<file path="config.mk">
export PLATFORM = sky130hd
export DESIGN_NAME = lidar_sector_steering_unit
export DESIGN_NICKNAME = d
export VERILOG_FILES = /design/src/rtl/lss_pkg.sv /design/src/rtl/lidar_sector_steering_unit.sv /design/src/rtl/lss_engine.sv
export SDC_FILE = /design/constraint.sdc
export NUM_CORES = 2
export LEC_CHECK = 0
export BUFFER_PORTS_ARGS = -buffer_cell sky130_fd_sc_hd__buf_2
export CAP_MARGIN = 20
export CELL_PAD_IN_SITES_DETAIL_PLACEMENT = 1
export CELL_PAD_IN_SITES_GLOBAL_PLACEMENT = 1
export CORE_MARGIN = 5
export CORE_UTILIZATION = 50
export CTS_CLUSTER_SIZE = 14
export DETAILED_ROUTE_END_ITERATION = 8
export PLACE_DENSITY = 0.91
export SKIP_LAST_GASP = 1
export SYNTH_ARGS = -nofsm -noshare
export SYNTH_HDL_FRONTEND = slang
export SYNTH_HIERARCHICAL = 1
export SYNTH_SLANG_ARGS = --single-unit
</file>
<file path="constraint.sdc">
create_clock -name clock -period 7.7 [get_ports clock]
set_input_delay 0.77 -clock clock [delete_from_list [all_inputs] [get_ports clock]]
set_output_delay 0.77 -clock clock [all_outputs]
set_load 0.005 [all_outputs]
</file>
<file path="src/rtl/lss_pkg.sv">
// Shared types and constants of the lidar sector steering unit.
// No dependencies; used by lss_engine and the top level.
`timescale 1ns / 1ps
`default_nettype none

package lss_pkg;

   // field widths
   localparam int DistW   = 16;
   localparam int IdxW    = 12;
   localparam int DegW    = 8;
   localparam int UnitW   = 4;
   localparam int ModeW   = 3;
   localparam int QW      = 24;   // Q16.8 avoid distance
   localparam int NumW    = 40;   // engine numerator / product
   localparam int CntW    = 6;
   localparam int AngleW  = 10;
   localparam int MagW    = 9;
   localparam int BoundW  = 14;   // signed window bound
   localparam int CsrAW   = 3;
   localparam int ReqDW   = 40;
   localparam int RspDW   = 80;

   // avoid modes
   localparam logic [ModeW-1:0] MODE_NORMAL      = 3'd0;
   localparam logic [ModeW-1:0] MODE_CUT_LEFT    = 3'd1;
   localparam logic [ModeW-1:0] MODE_CUT_RIGHT   = 3'd2;
   localparam logic [ModeW-1:0] MODE_FORCE_LEFT  = 3'd3;
   localparam logic [ModeW-1:0] MODE_FORCE_RIGHT = 3'd4;
   localparam logic [ModeW-1:0] MODE_SLOW        = 3'd5;

   // register indexes
   localparam logic [CsrAW-1:0] CSR_SCAN_LENGTH   = 3'd0;
   localparam logic [CsrAW-1:0] CSR_FRONT_DEGREE  = 3'd1;
   localparam logic [CsrAW-1:0] CSR_SIDE_DEGREE   = 3'd2;
   localparam logic [CsrAW-1:0] CSR_AVOID_DEGREE  = 3'd3;
   localparam logic [CsrAW-1:0] CSR_MAX_RANGE     = 3'd4;
   localparam logic [CsrAW-1:0] CSR_STEER_GAIN    = 3'd5;
   localparam logic [CsrAW-1:0] CSR_CUT_OFF_RATIO = 3'd6;
   localparam logic [CsrAW-1:0] CSR_SIDE_DISTANCE = 3'd7;

   // register reset values
   localparam logic [IdxW-1:0]  RST_SCAN_LENGTH   = 12'd720;
   localparam logic [UnitW-1:0] RST_UNIT          = 4'd2;
   localparam logic [DegW-1:0]  RST_FRONT_DEGREE  = 8'd10;
   localparam logic [DegW-1:0]  RST_SIDE_DEGREE   = 8'd90;
   localparam logic [DegW-1:0]  RST_AVOID_DEGREE  = 8'd60;
   localparam logic [DistW-1:0] RST_MAX_RANGE     = 16'd5000;
   localparam logic [DistW-1:0] RST_STEER_GAIN    = 16'd256;
   localparam logic [DistW-1:0] RST_CUT_OFF_RATIO = 16'd512;
   localparam logic [DistW-1:0] RST_SIDE_DISTANCE = 16'd1000;

   // floor(n/360) as (n * UNIT_RECIP) >> UNIT_SHIFT, exact for 12-bit n
   localparam logic [12:0] UNIT_RECIP = 13'd5826;
   localparam int          UNIT_SHIFT = 21;
   localparam int          UnitProdW  = 25;

   // sample gate
   localparam logic [DistW-1:0] MIN_INTENSITY = 16'd10;
   localparam logic [DistW-1:0] MIN_RANGE     = 16'd10;

   // steering arithmetic
   localparam logic [MagW-1:0]  ANGLE_LIMIT  = 9'd480;
   localparam logic [DistW-1:0] MRAD_SCALE   = 16'd1000;
   localparam logic [QW-1:0]    Q24_MAX      = 24'hFF_FFFF;
   localparam logic [QW:0]      RATIO_ONE    = 25'h001_0000;
   localparam logic [NumW-1:0]  RATIO_LIMIT  = 40'h00_0101_0000;  // 2^24 + 2^16
   localparam logic [DistW-1:0] WIN_EMPTY    = 16'hFFFF;

   // engine operations and step counts
   localparam logic OP_MUL = 1'b0;
   localparam logic OP_DIV = 1'b1;
   localparam logic [CntW-1:0] DIV_STEPS = 6'd40;
   localparam logic [CntW-1:0] MUL_STEPS = 6'd16;

   typedef struct packed {
      logic            start;
      logic            op;
      logic [NumW-1:0] num;    // dividend, or multiplier in the low 16 bits
      logic [QW-1:0]   opnd;   // divisor or multiplicand
   } eng_cmd_type;

   typedef struct packed {
      logic            busy;
      logic            done;
      logic [NumW-1:0] result; // quotient or product
   } eng_stat_type;

endpackage

`default_nettype wire

</file>
<file path="src/rtl/lidar_sector_steering_unit.sv">
// Lidar sector steering unit: window minima per sample, steering angle per scan.
// Depends on lss_pkg and lss_engine.
//
//  channel | direction | handshake           | payload
//  --------+-----------+---------------------+---------------------------------------
//  req     | in        | tvalid/tready/tlast | tdata: range_mm, intensity, avoid_mode
//  rsp     | out       | tvalid/tready       | tdata: four distances, angle, slow flag
//  csr     | in        | we (no wait)        | addr: register index, wdata: value
//
//  A sample that is not last in its scan is taken without a stall; req_tready stays high.
//  A last sample holds req_tready low while the sequencer runs the shared lss_engine
//  (one bit a cycle) for at most two divides and two multiplies, and longer while
//  the previous result still waits.
//  Reset is synchronous and active high; it restores the register defaults.
//  A waiting result does not stall plain samples; only the next last sample waits.
`timescale 1ns / 1ps
`default_nettype none

module lidar_sector_steering_unit (
   input  wire logic                        clock,
   input  wire logic                        reset,
   // req_tdata from bit 0: range_mm[15:0], intensity[15:0], avoid_mode[2:0], zero pad
   input  wire logic                        req_tvalid,
   output      logic                        req_tready,
   input  wire logic [lss_pkg::ReqDW-1:0]   req_tdata,
   input  wire logic                        req_tlast,
   // rsp_tdata from bit 0: front_left, front_right, side_left, side_right (16 each),
   // steer_angle[9:0] signed, slow_down, zero pad
   output      logic                        rsp_tvalid,
   input  wire logic                        rsp_tready,
   output      logic [lss_pkg::RspDW-1:0]   rsp_tdata,
   input  wire logic                        csr_we,
   input  wire logic [lss_pkg::CsrAW-1:0]   csr_addr,
   input  wire logic [lss_pkg::DistW-1:0]   csr_wdata
);

   // sequencer codes
   localparam logic [2:0] S_IDLE      = 3'd0;
   localparam logic [2:0] S_PREP      = 3'd1;
   localparam logic [2:0] S_DIV_CUT   = 3'd2;
   localparam logic [2:0] S_RATIO     = 3'd3;
   localparam logic [2:0] S_DIV_RATIO = 3'd4;
   localparam logic [2:0] S_MUL_GAIN  = 3'd5;
   localparam logic [2:0] S_MUL_SCALE = 3'd6;
   localparam logic [2:0] S_FINISH    = 3'd7;

   localparam int NumWin = 6;
   // window order: front left/right, side left/right, avoid left/right
   localparam int W_FL = 0;
   localparam int W_FR = 1;
   localparam int W_SL = 2;
   localparam int W_SR = 3;
   localparam int W_AL = 4;
   localparam int W_AR = 5;

   function automatic logic [lss_pkg::DistW-1:0] clip_dist(
      input logic [lss_pkg::DistW-1:0] d,
      input logic [lss_pkg::DistW-1:0] lim
   );
      return (d < lim) ? d : lim;
   endfunction

   // configuration registers
   logic [lss_pkg::IdxW-1:0]   scan_length_ff, scan_length_in;
   logic [lss_pkg::UnitW-1:0]  unit_ff, unit_in;
   logic [lss_pkg::DegW-1:0]   front_deg_ff, front_deg_in;
   logic [lss_pkg::DegW-1:0]   side_deg_ff, side_deg_in;
   logic [lss_pkg::DegW-1:0]   avoid_deg_ff, avoid_deg_in;
   logic [lss_pkg::DistW-1:0]  max_range_ff, max_range_in;
   logic [lss_pkg::DistW-1:0]  steer_gain_ff, steer_gain_in;
   logic [lss_pkg::DistW-1:0]  cut_ratio_ff, cut_ratio_in;
   logic [lss_pkg::DistW-1:0]  side_dist_ff, side_dist_in;

   // scan state
   logic [lss_pkg::IdxW-1:0]   sample_index_ff, sample_index_in;
   logic [lss_pkg::DistW-1:0]  win_min_ff [NumWin];
   logic [lss_pkg::DistW-1:0]  win_min_in [NumWin];

   // end-of-scan sequencer
   logic [2:0]                 state_ff, state_in;
   logic [lss_pkg::ModeW-1:0]  mode_ff, mode_in;
   logic [lss_pkg::QW-1:0]     left_ff, left_in;
   logic [lss_pkg::QW-1:0]     right_ff, right_in;
   logic                       neg_ff, neg_in;
   logic [lss_pkg::MagW-1:0]   mag_ff, mag_in;
   logic [lss_pkg::DistW-1:0]  out_fl_ff, out_fl_in;
   logic [lss_pkg::DistW-1:0]  out_fr_ff, out_fr_in;
   logic [lss_pkg::DistW-1:0]  out_sl_ff, out_sl_in;
   logic [lss_pkg::DistW-1:0]  out_sr_ff, out_sr_in;
   logic                       slow_ff, slow_in;

   // output register
   logic                       rsp_valid_ff, rsp_valid_in;
   logic [lss_pkg::RspDW-1:0]  rsp_data_ff, rsp_data_in;

   lss_pkg::eng_cmd_type       eng_cmd;
   lss_pkg::eng_stat_type      eng_stat;

   // request fields
   logic [lss_pkg::DistW-1:0]  range_mm;
   logic [lss_pkg::DistW-1:0]  intensity;
   logic [lss_pkg::ModeW-1:0]  avoid_mode;
   logic                       req_xfer;
   logic                       sample_ok;

   // window bounds
   logic [lss_pkg::IdxW-1:0]          f_idx, s_idx, a_idx;
   logic signed [lss_pkg::BoundW-1:0] n_s, f_s, s_s, a_s, i_s;
   logic signed [lss_pkg::BoundW-1:0] win_lo [NumWin];
   logic signed [lss_pkg::BoundW-1:0] win_hi [NumWin];

   // csr helpers and steering temporaries
   logic [lss_pkg::UnitProdW-1:0]     unit_prod;
   logic [lss_pkg::DistW-1:0]         clip_al, clip_ar;
   logic [lss_pkg::QW-1:0]            big, small_q, quo_sat;
   logic [lss_pkg::QW:0]              ratio_excess;
   logic [lss_pkg::DistW-1:0]         scaled_mag;
   logic [lss_pkg::AngleW-1:0]        angle;
   logic                              neg_now;

   lss_engine u_engine (
      .clock (clock),
      .reset (reset),
      .cmd   (eng_cmd),
      .stat  (eng_stat)
   );

   assign range_mm   = req_tdata[15:0];
   assign intensity  = req_tdata[31:16];
   assign avoid_mode = req_tdata[34:32];

   // accept samples only while the sequencer rests
   assign req_tready = (state_ff == S_IDLE);
   assign req_xfer   = req_tvalid && req_tready;
   assign sample_ok  = (intensity >= lss_pkg::MIN_INTENSITY) && (range_mm > lss_pkg::MIN_RANGE);

   // window edges in samples: unit * degrees, unit is held ready since the csr write
   assign f_idx = {8'd0, unit_ff} * {4'd0, front_deg_ff};
   assign s_idx = {8'd0, unit_ff} * {4'd0, side_deg_ff};
   assign a_idx = {8'd0, unit_ff} * {4'd0, avoid_deg_ff};
   assign n_s   = $signed({2'b00, scan_length_ff});
   assign f_s   = $signed({2'b00, f_idx});
   assign s_s   = $signed({2'b00, s_idx});
   assign a_s   = $signed({2'b00, a_idx});
   assign i_s   = $signed({2'b00, sample_index_ff});

   always_comb begin
      win_lo[W_FL] = n_s - f_s;    win_hi[W_FL] = n_s - 14'sd1;
      win_lo[W_FR] = '0;           win_hi[W_FR] = f_s;
      win_lo[W_SL] = n_s - s_s;    win_hi[W_SL] = n_s - f_s;
      win_lo[W_SR] = f_s;          win_hi[W_SR] = s_s;
      win_lo[W_AL] = n_s - a_s;    win_hi[W_AL] = n_s - f_s;
      win_lo[W_AR] = f_s;          win_hi[W_AR] = a_s;
   end

   // floor(scan_length / 360) by reciprocal, taken at the write itself
   assign unit_prod = {13'd0, csr_wdata[lss_pkg::IdxW-1:0]} * {12'd0, lss_pkg::UNIT_RECIP};

   assign clip_al = clip_dist(win_min_ff[W_AL], max_range_ff);
   assign clip_ar = clip_dist(win_min_ff[W_AR], max_range_ff);

   // ratio operands: the larger avoid distance over the smaller, left wins ties
   assign neg_now = (left_ff >= right_ff);
   assign big     = neg_now ? left_ff : right_ff;
   assign small_q = neg_now ? right_ff : left_ff;

   assign quo_sat      = (|eng_stat.result[lss_pkg::NumW-1:lss_pkg::QW]) ?
                         lss_pkg::Q24_MAX : eng_stat.result[lss_pkg::QW-1:0];
   assign ratio_excess = eng_stat.result[lss_pkg::QW:0] - lss_pkg::RATIO_ONE;
   assign scaled_mag   = eng_stat.result[lss_pkg::NumW-1:lss_pkg::QW];
   assign angle        = neg_ff ? (10'd0 - {1'b0, mag_ff}) : {1'b0, mag_ff};

   // configuration writes
   always_comb begin
      scan_length_in = scan_length_ff;
      unit_in        = unit_ff;
      front_deg_in   = front_deg_ff;
      side_deg_in    = side_deg_ff;
      avoid_deg_in   = avoid_deg_ff;
      max_range_in   = max_range_ff;
      steer_gain_in  = steer_gain_ff;
      cut_ratio_in   = cut_ratio_ff;
      side_dist_in   = side_dist_ff;
      if (csr_we) begin
         unique case (csr_addr)
            lss_pkg::CSR_SCAN_LENGTH: begin
               scan_length_in = csr_wdata[lss_pkg::IdxW-1:0];
               unit_in        = unit_prod[lss_pkg::UNIT_SHIFT +: lss_pkg::UnitW];
            end
            lss_pkg::CSR_FRONT_DEGREE:  front_deg_in  = csr_wdata[lss_pkg::DegW-1:0];
            lss_pkg::CSR_SIDE_DEGREE:   side_deg_in   = csr_wdata[lss_pkg::DegW-1:0];
            lss_pkg::CSR_AVOID_DEGREE:  avoid_deg_in  = csr_wdata[lss_pkg::DegW-1:0];
            lss_pkg::CSR_MAX_RANGE:     max_range_in  = csr_wdata;
            lss_pkg::CSR_STEER_GAIN:    steer_gain_in = csr_wdata;
            lss_pkg::CSR_CUT_OFF_RATIO: cut_ratio_in  = csr_wdata;
            lss_pkg::CSR_SIDE_DISTANCE: side_dist_in  = csr_wdata;
         endcase
      end
   end

   // sample path and end-of-scan sequencer
   always_comb begin
      sample_index_in = sample_index_ff;
      for (int k = 0; k < NumWin; k++) begin
         win_min_in[k] = win_min_ff[k];
      end
      state_in     = state_ff;
      mode_in      = mode_ff;
      left_in      = left_ff;
      right_in     = right_ff;
      neg_in       = neg_ff;
      mag_in       = mag_ff;
      out_fl_in    = out_fl_ff;
      out_fr_in    = out_fr_ff;
      out_sl_in    = out_sl_ff;
      out_sr_in    = out_sr_ff;
      slow_in      = slow_ff;
      rsp_valid_in = rsp_valid_ff;
      rsp_data_in  = rsp_data_ff;
      eng_cmd      = '0;

      // drop the result once the consumer has taken it
      if (rsp_valid_ff && rsp_tready) begin
         rsp_valid_in = 1'b0;
      end

      unique case (state_ff)
         S_IDLE: begin
            if (req_xfer) begin
               // fold the sample into every window that holds its index
               for (int k = 0; k < NumWin; k++) begin
                  if (sample_ok && (i_s >= win_lo[k]) && (i_s <= win_hi[k]) &&
                      (range_mm < win_min_ff[k])) begin
                     win_min_in[k] = range_mm;
                  end
               end
               if (req_tlast) begin
                  sample_index_in = '0;
                  mode_in         = avoid_mode;
                  state_in        = S_PREP;
               end else begin
                  sample_index_in = sample_index_ff + 1'b1;
               end
            end
         end

         S_PREP: begin
            // capture clipped distances, reload the minima for the next scan
            out_fl_in = clip_dist(win_min_ff[W_FL], max_range_ff);
            out_fr_in = clip_dist(win_min_ff[W_FR], max_range_ff);
            out_sl_in = clip_dist(win_min_ff[W_SL], max_range_ff);
            out_sr_in = clip_dist(win_min_ff[W_SR], max_range_ff);
            slow_in   = (mode_ff == lss_pkg::MODE_SLOW);
            for (int k = 0; k < NumWin; k++) begin
               win_min_in[k] = lss_pkg::WIN_EMPTY;
            end
            left_in  = {clip_al, 8'd0};
            right_in = {clip_ar, 8'd0};
            state_in = S_RATIO;
            // the other modes leave both avoid distances as they are
            if (mode_ff == lss_pkg::MODE_CUT_LEFT ||
                mode_ff == lss_pkg::MODE_CUT_RIGHT) begin
               if (cut_ratio_ff == '0) begin
                  // zero cut-off ratio saturates the divided side
                  if (mode_ff == lss_pkg::MODE_CUT_LEFT) begin
                     left_in = lss_pkg::Q24_MAX;
                  end else begin
                     right_in = lss_pkg::Q24_MAX;
                  end
               end else begin
                  eng_cmd.start = 1'b1;
                  eng_cmd.op    = lss_pkg::OP_DIV;
                  eng_cmd.num   = (mode_ff == lss_pkg::MODE_CUT_LEFT) ?
                                  {8'd0, clip_al, 16'd0} : {8'd0, clip_ar, 16'd0};
                  eng_cmd.opnd  = {8'd0, cut_ratio_ff};
                  state_in      = S_DIV_CUT;
               end
            end else if (mode_ff == lss_pkg::MODE_FORCE_LEFT) begin
               left_in = {side_dist_ff, 8'd0};
            end else if (mode_ff == lss_pkg::MODE_FORCE_RIGHT) begin
               right_in = {side_dist_ff, 8'd0};
            end
         end

         S_DIV_CUT: begin
            if (eng_stat.done) begin
               if (mode_ff == lss_pkg::MODE_CUT_LEFT) begin
                  left_in = quo_sat;
               end else begin
                  right_in = quo_sat;
               end
               state_in = S_RATIO;
            end
         end

         S_RATIO: begin
            neg_in = neg_now;
            priority if (steer_gain_ff == '0) begin
               mag_in   = '0;
               state_in = S_FINISH;
            end else if (small_q == '0) begin
               mag_in   = lss_pkg::ANGLE_LIMIT;
               state_in = S_FINISH;
            end else begin
               eng_cmd.start = 1'b1;
               eng_cmd.op    = lss_pkg::OP_DIV;
               eng_cmd.num   = {big, 16'd0};
               eng_cmd.opnd  = small_q;
               state_in      = S_DIV_RATIO;
            end
         end

         S_DIV_RATIO: begin
            if (eng_stat.done) begin
               // any excess of 2^24 or more saturates once the gain is non-zero
               if (eng_stat.result >= lss_pkg::RATIO_LIMIT) begin
                  mag_in   = lss_pkg::ANGLE_LIMIT;
                  state_in = S_FINISH;
               end else begin
                  eng_cmd.start = 1'b1;
                  eng_cmd.op    = lss_pkg::OP_MUL;
                  eng_cmd.num   = {24'd0, steer_gain_ff};
                  eng_cmd.opnd  = ratio_excess[lss_pkg::QW-1:0];
                  state_in      = S_MUL_GAIN;
               end
            end
         end

         S_MUL_GAIN: begin
            if (eng_stat.done) begin
               // a product of 2^24 or more scales past the limit
               if (|eng_stat.result[lss_pkg::NumW-1:lss_pkg::QW]) begin
                  mag_in   = lss_pkg::ANGLE_LIMIT;
                  state_in = S_FINISH;
               end else begin
                  eng_cmd.start = 1'b1;
                  eng_cmd.op    = lss_pkg::OP_MUL;
                  eng_cmd.num   = {24'd0, lss_pkg::MRAD_SCALE};
                  eng_cmd.opnd  = eng_stat.result[lss_pkg::QW-1:0];
                  state_in      = S_MUL_SCALE;
               end
            end
         end

         S_MUL_SCALE: begin
            if (eng_stat.done) begin
               mag_in   = (scaled_mag > {7'd0, lss_pkg::ANGLE_LIMIT}) ?
                          lss_pkg::ANGLE_LIMIT : scaled_mag[lss_pkg::MagW-1:0];
               state_in = S_FINISH;
            end
         end

         S_FINISH: begin
            // hold until the output register is free, then transfer
            if (!rsp_valid_ff || rsp_tready) begin
               rsp_valid_in = 1'b1;
               rsp_data_in  = {5'd0, slow_ff, angle, out_sr_ff, out_sl_ff,
                               out_fr_ff, out_fl_ff};
               state_in     = S_IDLE;
            end
         end
      endcase
   end

   always_ff @(posedge clock) begin
      if (reset) begin
         scan_length_ff  <= lss_pkg::RST_SCAN_LENGTH;
         unit_ff         <= lss_pkg::RST_UNIT;
         front_deg_ff    <= lss_pkg::RST_FRONT_DEGREE;
         side_deg_ff     <= lss_pkg::RST_SIDE_DEGREE;
         avoid_deg_ff    <= lss_pkg::RST_AVOID_DEGREE;
         max_range_ff    <= lss_pkg::RST_MAX_RANGE;
         steer_gain_ff   <= lss_pkg::RST_STEER_GAIN;
         cut_ratio_ff    <= lss_pkg::RST_CUT_OFF_RATIO;
         side_dist_ff    <= lss_pkg::RST_SIDE_DISTANCE;
         sample_index_ff <= '0;
         for (int k = 0; k < NumWin; k++) begin
            win_min_ff[k] <= lss_pkg::WIN_EMPTY;
         end
         state_ff        <= S_IDLE;
         rsp_valid_ff    <= 1'b0;
      end else begin
         scan_length_ff  <= scan_length_in;
         unit_ff         <= unit_in;
         front_deg_ff    <= front_deg_in;
         side_deg_ff     <= side_deg_in;
         avoid_deg_ff    <= avoid_deg_in;
         max_range_ff    <= max_range_in;
         steer_gain_ff   <= steer_gain_in;
         cut_ratio_ff    <= cut_ratio_in;
         side_dist_ff    <= side_dist_in;
         sample_index_ff <= sample_index_in;
         for (int k = 0; k < NumWin; k++) begin
            win_min_ff[k] <= win_min_in[k];
         end
         state_ff        <= state_in;
         rsp_valid_ff    <= rsp_valid_in;
      end
      mode_ff     <= mode_in;
      left_ff     <= left_in;
      right_ff    <= right_in;
      neg_ff      <= neg_in;
      mag_ff      <= mag_in;
      out_fl_ff   <= out_fl_in;
      out_fr_ff   <= out_fr_in;
      out_sl_ff   <= out_sl_in;
      out_sr_ff   <= out_sr_in;
      slow_ff     <= slow_in;
      rsp_data_ff <= rsp_data_in;
   end

   assign rsp_tvalid = rsp_valid_ff;
   assign rsp_tdata  = rsp_data_ff;

endmodule

`default_nettype wire

</file>
<file path="src/rtl/lss_engine.sv">
// Shared shift/add engine: restoring divide (40 steps) or shift-add multiply (16 steps).
// Depends on lss_pkg.
`timescale 1ns / 1ps
`default_nettype none

module lss_engine (
   input  wire logic                 clock,
   input  wire logic                 reset,
   input  wire lss_pkg::eng_cmd_type cmd,
   output lss_pkg::eng_stat_type     stat
);

   logic                         busy_ff, busy_in;
   logic                         done_ff, done_in;
   logic                         op_ff, op_in;
   logic [lss_pkg::CntW-1:0]     cnt_ff, cnt_in;
   logic [lss_pkg::NumW-1:0]     hi_ff, hi_in;
   logic [lss_pkg::NumW-1:0]     lo_ff, lo_in;
   logic [lss_pkg::QW-1:0]       opnd_ff, opnd_in;

   logic [lss_pkg::NumW-1:0]     opx;
   logic [lss_pkg::NumW-1:0]     opy;
   logic [lss_pkg::NumW:0]       sum;

   // one adder/subtractor serves both operations
   always_comb begin
      if (op_ff == lss_pkg::OP_DIV) begin
         opx = {15'd0, hi_ff[lss_pkg::QW-1:0], lo_ff[lss_pkg::NumW-1]};
         opy = {16'd0, opnd_ff};
         sum = {1'b0, opx} - {1'b0, opy};
      end else begin
         opx = {hi_ff[lss_pkg::NumW-2:0], 1'b0};
         opy = lo_ff[lss_pkg::NumW-1] ? {16'd0, opnd_ff} : '0;
         sum = {1'b0, opx} + {1'b0, opy};
      end
   end

   always_comb begin
      busy_in = busy_ff;
      done_in = 1'b0;
      op_in   = op_ff;
      cnt_in  = cnt_ff;
      hi_in   = hi_ff;
      lo_in   = lo_ff;
      opnd_in = opnd_ff;
      if (cmd.start) begin
         busy_in = 1'b1;
         op_in   = cmd.op;
         opnd_in = cmd.opnd;
         hi_in   = '0;
         if (cmd.op == lss_pkg::OP_DIV) begin
            cnt_in = lss_pkg::DIV_STEPS;
            lo_in  = cmd.num;
         end else begin
            cnt_in = lss_pkg::MUL_STEPS;
            lo_in  = {cmd.num[15:0], 24'd0};
         end
      end else if (busy_ff) begin
         cnt_in = cnt_ff - 1'b1;
         if (cnt_ff == 6'd1) begin
            busy_in = 1'b0;
            done_in = 1'b1;
         end
         if (op_ff == lss_pkg::OP_DIV) begin
            if (!sum[lss_pkg::NumW]) begin
               hi_in = {16'd0, sum[lss_pkg::QW-1:0]};
               lo_in = {lo_ff[lss_pkg::NumW-2:0], 1'b1};
            end else begin
               hi_in = {16'd0, opx[lss_pkg::QW-1:0]};
               lo_in = {lo_ff[lss_pkg::NumW-2:0], 1'b0};
            end
         end else begin
            hi_in = sum[lss_pkg::NumW-1:0];
            lo_in = {lo_ff[lss_pkg::NumW-2:0], 1'b0};
         end
      end
   end

   always_ff @(posedge clock) begin
      if (reset) begin
         busy_ff <= 1'b0;
         done_ff <= 1'b0;
         cnt_ff  <= '0;
      end else begin
         busy_ff <= busy_in;
         done_ff <= done_in;
         cnt_ff  <= cnt_in;
      end
      op_ff   <= op_in;
      hi_ff   <= hi_in;
      lo_ff   <= lo_in;
      opnd_ff <= opnd_in;
   end

   assign stat.busy   = busy_ff;
   assign stat.done   = done_ff;
   assign stat.result = (op_ff == lss_pkg::OP_DIV) ? lo_ff : hi_ff;

endmodule

`default_nettype wire

</file>
==> impl_metrics.csv <==
group,metric,value,unit
power_and_ir_drop,swShare,0.4202,
hold_path,worstHoldPathType,"input port to flip-flop",
detailed_routing,antenna_left,0,
clock_tree,cts.sinks,530,
clock_tree,cts_root_buf,"clkbuf_16",
placement,place_hpwl,103600,microns
power_and_ir_drop,p_leak,19.63,nW
floorplanning,start_util,0.5054,
timing,rsz0062_at_grt,"false",
critical_path,crit_type,"flip-flop to flip-flop",
floorplanning,core-area,77590,sq um
finish,finalCoreUtilization,0.5557,
clock_tree,clockBufferDepth,3,
timing,period_minus_slack,7310,ps
timing,fin_worst_skew,90.75,ps
timing,max_freq,136.8,MHz
power_and_ir_drop,seq_power_share,0.329,
timing,hold_viol,0,
yosys,syn_area_per_cell,9.114,sq um
floorplanning,pin_count,147,
global_routing,grt_max_degree,78,
critical_path,worstPathRequired,8270,ps
clock_tree,postCtsHoldBufs,0,
timing,setup_violations,0,
yosys,synth_cells,4303,
global_routing,grt.total_usage,0.3449,
placement,placed_cells,5348,
critical_path,critPathLaunchType,"flip-flop",
critical_path,crit_path_max_fanout,17,
clock_tree,cts_tree,"yes",
power_and_ir_drop,powerDensity,292.2,nW/um^2
critical_path,reg2reg_to,"win_min_ff[0][67]",
run_status,status,"finished clean",
critical_path,r2r_start,"unit_ff[3]",
power_and_ir_drop,irDropWorstVdd,0.2576,mV
critical_path,critPathCaptureType,"flip-flop",
hold_path,worstHoldStart,"req_tdata[32]",
placement,io_buffers,135,
power_and_ir_drop,switchingPower,5.293,mW
floorplanning,row_count,102,
finish,area_growth,9.941,%
detailed_routing,drtPass1Iterations,7,
clock_tree,cts_htree_levels,2,
global_routing,grt_pass1_wl,231300,microns
global_routing,grt_pass1_vias,39040,
yosys,yosysWarningCount,6,
power_and_ir_drop,p_int,7.305,mW
critical_path,r2r_slack,390,ps
detailed_routing,drt-vias-per-instance,6.679,
global_routing,gr-total-overflow,0,
floorplanning,dieArea,84130,sq um
flow_run,maxCapViolations,0,
placement,place_area,40870,sq um
critical_path,worstPathArrival,7880,ps
global_routing,antenna_found_initial,19,
clock_tree,clkSlewWorstSetupHoldPaths,60,ps
timing,fin_crit_sh,0.9493,
finish,final_nets,4982,
power_and_ir_drop,pwr-share-clk,0.254,
critical_path,critPathLaunch,"unit_ff[3]",
critical_path,r2r_cells,25,
clock_tree,numCtsBuffers,59,
detailed_routing,finalWirelength,153400,microns
hold_path,worst_hold_path.num_cells,1,
power_and_ir_drop,pwr-share-comb,0.417,
timing,slew_viol_final,0,
clock_tree,clk_latency,710,ps
finish,stdcell_area,43120,sq um
hold_path,holdPathEnd,"mode_ff[0]",
detailed_routing,drc,0,
timing,relSlewSlack,0.1705,
finish,drive_above_1_share,0.08923,
finish,fin_cells,5474,
floorplanning,die_width,290.1,microns
detailed_routing,wl_per_cell,28.02,microns
timing,tightest_slew,1239,ps
detailed_routing,drt_iter0_markers,4010,
detailed_routing,via_count,36560,
placement,gp_congestion,0.9650,
yosys,syn_area,39220,sq um
timing,finalSetupTns,0,ps
floorplanning,die_h,290.1,microns
-- metal layers --
| layer | GRT usage | routed length (microns) | vias up |
|---|---|---|---|
| met5 | 0 | 69 | - |
| met4 | 0.2176 | 11890 | 10 |
| met3 | 0.08290 | 15080 | 943 |
| met2 | 0.5810 | 71690 | 2374 |
| met1 | 0.3944 | 54670 | 17790 |
| li1 | - | - | 15450 |
-- state kept, by name, summed over array words and instances, names as in the netlist, 24 cells and up --
name / cells
right_ff: 24
rsp_tdata: 75
u_engine/opnd_ff: 24
left_ff: 24
u_engine/lo_ff: 40
win_min_ff: 96
u_engine/hi_ff: 40
-- cell usage in the layout (no fill, tap or decap), types with 40 or more instances in the layout --
cell       instances
and2_1            99
nand2b_1          47
xor2_1            64
xnor2_1           83
a21oi_1          304
o21ai_0          242
a21o_1           109
nand2_1          450
buf_2            134
dfxtp_1          262
mux2_2            40
nor2_1           309
nand3_1           74
buf_4             47
mux2i_1          219
clkbuf_16         60
fa_1              72
ha_1             469
nor2b_1           40
inv_1            363
nor3_1            58
edfxtp_1         266
-- metrics by stage --
step / setup slack (ps) / hold slack [ps] / total power, mW
after floorplan: 1055 / 400.3 / 7.434
after global placement: 582.9 / 402.7 / 8.691
after detailed placement: 230.7 / 405.2 / 9.022
after CTS: 173.8 / 354.1 / 12.36
after global routing: 65.46 / 364.2 / 13.06
final: 390.3 / 383.3 / 12.60
-- worst max-delay path by stage --
stage / cells after the start / slack, ps / to
2_1_floorplan: 26 / 1060 / win_min_ff[0][37]
3_3_place_gp: 24 / 580 / win_min_ff[0][46]
3_5_place_dp: 26 / 230 / win_min_ff[0][41]
4_1_cts: 21 / 170 / win_min_ff[0][41]
5_1_grt: 25 / 70 / win_min_ff[0][67]
6_report: 25 / 390 / win_min_ff[0][67]
-- layout make-up --
class	instances	area, sq um
clock inverters	38	536.8
multi-input cells	3235	23930
diodes	7	17.52
inverters	365	1370
well taps	1040	1301
flip-flops and latches	530	13280
repair buffers	185	1075
clock buffers	74	1604
fillers	8922	34480
-- power groups by stage --
stage | logic (mW) | registers, mW | clock network (mW)
6_report | 5.25 | 4.15 | 3.19
5_1_grt | 5.59 | 4.17 | 3.30
4_1_cts | 5.07 | 4.11 | 3.18
3_5_place_dp | 4.88 | 4.15 | 0
3_3_place_gp | 4.58 | 4.11 | 0
2_1_floorplan | 3.49 | 3.94 | 0
-- what timing repair did --
| item | CTS | global route |
|---|---|---|
| buffers inserted | 0 | 0 |
| hold endpoints to repair | 0 | 0 |
| setup endpoints to repair | 0 | 32 |
| gates resized for setup | 0 | 5 |
-- worst max-delay path, cell delays in order (launching register included) --
cell,delay (ps)
dfxtp_1,490
buf_4,280
nand2_1,100
fa_1,510
fa_1,620
inv_1,60
ha_1,310
a21o_1,190
a21oi_1,160
xor2_1,240
ha_1,340
nand2_1,120
o2111ai_1,160
maj3_1,410
o221a_2,140
or3_1,380
maj3_1,380
xnor2_1,140
ha_1,300
o2111ai_1,80
a21oi_1,60
a221oi_1,350
o311ai_0,440
nand4b_1,240
buf_4,380
mux2i_1,310
Note: power is estimated with default switching activity, not from simulation.
